[src/rtl/cghm_pkg.sv]
// Shared constants and types for the codepoint glyph hash map.
`default_nettype none

package cghm_pkg;

   localparam int CAPACITY  = 4096;
   localparam int ADDR_W    = $clog2(CAPACITY);
   localparam int CP_W      = 21;
   localparam int GLYPH_W   = 16;
   localparam int SIZE_W    = 13;
   localparam int COUNT_W   = 13;
   localparam int BITCNT_W  = $clog2(CP_W);
   localparam int MIN_SIZE  = 3;
   localparam logic [COUNT_W-1:0] COUNT_MAX = {COUNT_W{1'b1}};

   typedef enum logic [1:0] {
      ST_MISSING  = 2'd0,
      ST_INSERTED = 2'd1,
      ST_CACHED   = 2'd2,
      ST_FULL     = 2'd3
   } status_type;

   typedef enum logic [1:0] {
      GLYPH_NONE   = 2'd0,
      GLYPH_NEW    = 2'd1,
      GLYPH_STORED = 2'd2
   } glyph_sel_type;

   typedef struct packed {
      logic               valid;
      logic [CP_W-1:0]    key;
      logic [GLYPH_W-1:0] glyph;
   } entry_type;

   typedef struct packed {
      logic          clear_step;
      logic          load_item;
      logic          div_step;
      logic          mem_read;
      logic          probe_next;
      logic          mem_write;
      logic          set_result;
      status_type    result_code;
      glyph_sel_type glyph_sel;
      logic          load_rsp;
   } cmd_type;

   typedef struct packed {
      logic clear_last;
      logic size_small;
      logic div_last;
      logic slot_valid;
      logic key_match;
      logic idx_zero;
      logic probe_last;
      logic rsp_free;
   } stat_type;

endpackage

`default_nettype wire

[src/rtl/cghm_ctrl.sv]
// Controller state machine that sequences clearing, division, probing and response.
`default_nettype none

module cghm_ctrl import cghm_pkg::*; (
   input  wire logic     clock,
   input  wire logic     reset,
   input  wire logic     req_valid,
   output logic          req_stall,
   input  wire stat_type stat,
   output cmd_type       cmd
);

   typedef enum logic [5:0] {
      S_CLEAR   = 6'b000001,
      S_IDLE    = 6'b000010,
      S_DIVIDE  = 6'b000100,
      S_READ    = 6'b001000,
      S_CHECK   = 6'b010000,
      S_RESPOND = 6'b100000
   } state_type;

   state_type state_ff;
   state_type state_in;

   assign req_stall = (state_ff != S_IDLE);

   always_comb begin
      state_in = state_ff;
      cmd = '0;
      cmd.result_code = ST_MISSING;
      cmd.glyph_sel = GLYPH_NONE;
      unique case (state_ff)
         S_CLEAR: begin
            cmd.clear_step = 1'b1;
            if (stat.clear_last) begin
               state_in = S_IDLE;
            end
         end
         S_IDLE: begin
            if (req_valid) begin
               cmd.load_item = 1'b1;
               if (stat.size_small) begin
                  cmd.set_result = 1'b1;
                  cmd.result_code = ST_INSERTED;
                  cmd.glyph_sel = GLYPH_NONE;
                  state_in = S_RESPOND;
               end else begin
                  state_in = S_DIVIDE;
               end
            end
         end
         S_DIVIDE: begin
            cmd.div_step = 1'b1;
            if (stat.div_last) begin
               state_in = S_READ;
            end
         end
         S_READ: begin
            cmd.mem_read = 1'b1;
            state_in = S_CHECK;
         end
         S_CHECK: begin
            if (!stat.slot_valid) begin
               cmd.set_result = 1'b1;
               if (stat.idx_zero) begin
                  cmd.result_code = ST_MISSING;
                  cmd.glyph_sel = GLYPH_NONE;
               end else begin
                  cmd.mem_write = 1'b1;
                  cmd.result_code = ST_INSERTED;
                  cmd.glyph_sel = GLYPH_NEW;
               end
               state_in = S_RESPOND;
            end else if (stat.key_match) begin
               cmd.set_result = 1'b1;
               cmd.result_code = ST_CACHED;
               cmd.glyph_sel = GLYPH_STORED;
               state_in = S_RESPOND;
            end else if (stat.probe_last) begin
               cmd.set_result = 1'b1;
               cmd.result_code = ST_FULL;
               cmd.glyph_sel = GLYPH_NONE;
               state_in = S_RESPOND;
            end else begin
               cmd.probe_next = 1'b1;
               state_in = S_READ;
            end
         end
         S_RESPOND: begin
            if (stat.rsp_free) begin
               cmd.load_rsp = 1'b1;
               state_in = S_IDLE;
            end
         end
         default: begin
            state_in = S_CLEAR;
         end
      endcase
   end

   always_ff @(posedge clock) begin
      if (reset) begin
         state_ff <= S_CLEAR;
      end else begin
         state_ff <= state_in;
      end
   end

endmodule

`default_nettype wire

[config.mk]
export PLATFORM = sky130hd
export DESIGN_NAME = cghm_ctrl
export DESIGN_NICKNAME = d
export VERILOG_FILES = /design/src/rtl/cghm_pkg.sv /design/src/rtl/cghm_ctrl.sv
export SDC_FILE = /design/constraint.sdc
export NUM_CORES = 1
export LEC_CHECK = 0
export BUFFER_PORTS_ARGS = -buffer_cell sky130_fd_sc_hd__buf_2
export CORE_AREA = 5 5 42 44
export DETAILED_ROUTE_END_ITERATION = 10
export DIE_AREA = 0 0 47 49
export PLACE_DENSITY = 0.61
export SLEW_MARGIN = 0
export SYNTH_ARGS = -nofsm -noshare
export SYNTH_HDL_FRONTEND = slang
export SYNTH_SLANG_ARGS = --single-unit
[constraint.sdc]
create_clock -name clock -period 2.5 [get_ports clock]
set_input_delay 0.5 -clock clock [delete_from_list [all_inputs] [get_ports clock]]
set_output_delay 0.5 -clock clock [all_outputs]
set_load 0.05 [all_outputs]
# == Word level (Yosys, flattened, before mapping) ==
# Index checks and enable logic that the tools add are counted.
# classes
eq_ne,11
muxes,29
n_reduce_logical,1
# op_table
cell,n
$mux W6,8
$pmux W6 S6,1
$mux W5,5
$mux W1,12
$pmux W5 S2,1
$ne A2 B2 Y1 const B,4
$eq A6 B1 Y1 const B,1
$eq A6 B2 Y1 const B,1
$eq A6 B3 Y1 const B,1
$eq A6 B4 Y1 const B,1
$eq A6 B5 Y1 const B,1
$eq A6 B6 Y1 const B,1
$ne A6 B2 Y1 const B,1
$reduce_and A4 Y1,1
$mux W3,1
$mux W2,1
# totals
ff_bits,6
in_bits,11
out_inout_bits,13
word_cells,42

# == Logic depth before layout (Yosys ltp) ==
# logic_depth
word_depth,4
mapped_depth,4
mapped_depth_nobuf,4

# == Least setup slack after synthesis ==
# No wires, ideal clock.
# synth_path
kind,register -> output
from,register state_ff[0]
to,output port cmd[3] (netlist bit)
arrival_ns,2.194
required_ns,2.000
path_slack_ns,-0.194
path_stages_with_launch,4
n_path_buf,0
cell_sequence,dfxtp_1 > nor4_1 > nand3b_1 > o21ai_0
# synth_rtl
item,line_no,text
"start, declared",cghm_ctrl.sv:22,state_type state_ff;
"start signal, assigned",cghm_ctrl.sv:105,state_ff <= state_in;
"end, declared",cghm_ctrl.sv:10,output cmd_type cmd

==> metrics.cfg <==
[detailed_routing]
dr_wl_met2_um=595
drc=0
routed.top_layer=met4
vias=544
wl_per_cell_um=12.64
routed-wl-met3_um=95
drt-initial-drc-count=10
wl_um=1302
drt-pass1-iter-count=4
drtAntennaViolNets=0
drt-met1-wl_um=593
routed_via_density=5.282

[timing]
tightest_slew_ps=476.0
fin_worst_hold_slack_ps=465.1
slew_headroom=0.6802
period_share=0.9625
period_minus_slack_ps=2406
rsz0062_at_grt=false
setup_ws_ps=93.76
finClkSkew_ps=6.766
drv_slew=0
finalHoldViolCount=0
max_freq_mhz=415.6
setup_violations=0

[power]
sequentialPowerShare=0.256
leakage_nw=0.3143
p_sw_mw=0.2732
p_per_area_nw_per_um2=889.7
ir_drop_uv=514.9
pwr-share-clk=0.159
combPwrFrac=0.585
swShare=0.4692
internal_power_mw=0.3090

[floorplan]
rows=14
ios=24
fp.dieArea_um2=2303
core_um2=1401
die_w_um=47
fp.dieH_um=49
initial_utilization=0.3277

[placed_design]
placed_area_um2=611.8
port_buffers=23
place_ws_ps=242.6
dpl.hpwl_um=1002
gp_congestion=0.7916

[cts]
insertion_delay_ps=250
cts_tree=built
clk_path_buf_depth=2
cts_htree_levels=1
clk_pin_slew_ps=50
clock_sinks=6
cts_root_buf=clkbuf_4
cts_made_buffers=3
postCtsHoldBufs=0

[synthesis]
syn_inst=57
ys_top_cells_by_area=dfxtp_1 (26%), nor3b_4 (8.2%), nor2_1 (7.4%), or4_4 (4.9%), inv_1 (4.1%)
syn_nets=68
yosys.area.top_type_share=0.2616
synth_top_area_cell=dfxtp_1
avgSynthCellArea_um2=8.056
syn-cell-area_um2=459.2
yosysWarnings=0
synth-seq-cells=6
synth-seq-area-share=0.2616
synth_cell_types=28

[final_layout]
final_common_cell=buf_2
n_antenna_cell=0
area_growth_pct=42.51
final_area_um2=654.4
final_cell_mix=buf_2 (21), nor2_1 (8), buf_4 (6), dfxtp_1 (6), inv_1 (5)
num-nets-final=100
largest_reg_flops=6
drive_gt1_frac=0.4483
largest_registers=state_ff: 6 flops
utilization=0.4670
top_register=state_ff

[global_routing]
first_global_vias=471
grt_pass1_wl_um=1987
globalRouteOverflowTotal=0
grt_antenna_before_repair=0
grt_use_total=0.1170
grt_max_degree=8

[setup_path]
cp.arrival_ps=1910
max_stage_delay_ps=570
cpLargestDelayFamily=simple AND/OR/NAND/NOR gates
cp_data_required_time_ps=2000
slowest_stage=or4_4
crit_path_max_fanout=5
startpoint_type=register
crit_buf_inv=1
crit_type=register to output port
cp_cell_sequence=or4_4 -> nor3b_4 -> nand3_1 -> o21ai_0 -> buf_4
crit_path_end_kind=output port

[hold_path]
min_path_type=input port to register

[run]
max-cap-violations=0

[status]
status=finished clean

## metal layers
| metal | global-route usage | vias up |
|---|---|---|
| met2 | 0.1674 | 20 |
| met3 | 0.02583 | 3 |
| met4 | 0.04147 | 0 |
| met1 | 0.1674 | 243 |
| met5 | 0 | - |
| li1 | - | 278 |
## synth_stat cells
master    instances
or4_4             2
and3b_1           1
nand3_1           3
a22oi_2           1
o21ai_0           2
nand2b_1          1
nor2b_1           1
dfxtp_1           6
xnor2_1           1
nor3b_4           2
a32oi_1           1
nand2_1           2
or4_1             1
a211o_1           1
nor3b_2           1
o311ai_1          1
inv_2             1
nor2_1            9
a21oi_1           3
a221o_1           1
a31oi_1           2
nand3b_1          1
a211oi_2          1
nor3_1            3
nor4_1            2
inv_1             5
and3_1            1
and4b_1           1
## path summary, 6_finish.rpt
| kind | start | endpoint | slack (ps) | depth (start not counted) |
|---|---|---|---|---|
| setup / recovery | state_ff[3]$_SDFFE_PP0P_ | cmd[3] | 90 | 5 |
| setup reg to reg | state_ff[5]$_SDFFE_PP0P_ | state_ff[0]$_SDFFE_PP1P_ | 750 | 5 |
| hold / removal | reset | state_ff[1]$_SDFFE_PP0P_ | 470 | 2 |
| hold reg to reg | state_ff[2]$_SDFFE_PP0P_ | state_ff[4]$_SDFFE_PP0P_ | 660 | 2 |
## final cells by class
class,instances,area [um^2]
clock buffers,3,22.52
flip-flops and latches,6,120.1
fillers,152,747.0
well taps,16,20.02
inverters,6,22.52
multi-input cells,45,319.1
repair buffers,27,150.1
## kinds of logic after synthesis
kind of cell	synth area share
AOI/OAI and AO/OA	0.2152
xor gates and xnor gates	0.01908
buffers and inverters	0.04904
DFF	0.2616
and+or+nand+nor	0.4551
## power by group through the flow
| stage | clock, mW | sequential (mW) | combinational, mW |
|---|---|---|---|
| floorplan | 0 | 0.147 | 0.244 |
| global placement | 0 | 0.150 | 0.327 |
| detailed placement | 0 | 0.149 | 0.327 |
| CTS | 0.0921 | 0.147 | 0.330 |
| global route | 0.0981 | 0.150 | 0.365 |
| finish | 0.0926 | 0.149 | 0.341 |
## per-stage QoR
stage / TNS (ps) / power, mW / std cells
final: 0 / 0.5822 / 103
after global placement: 0 / 0.4760 / 98
after global routing: 0 / 0.6137 / 103
after floorplan: -652.4 / 0.3911 / 57
after CTS: 0 / 0.5692 / 101
after detailed placement: 0 / 0.4756 / 98
## worst reg2reg max path, stage by stage, from the launching register on
cell	delay [ps]
dfxtp_1	310
buf_4	150
or4_4	510
nor3b_4	290
nor4_1	90
a211o_1	290
## repair_timing
item	CTS	global route
cloned	0	0
setup buffers	0	2
setup endpoints to repair	2	3
gates resized for setup	2	0
pin swaps	0	3
Power figures use the tool's default switching activity.
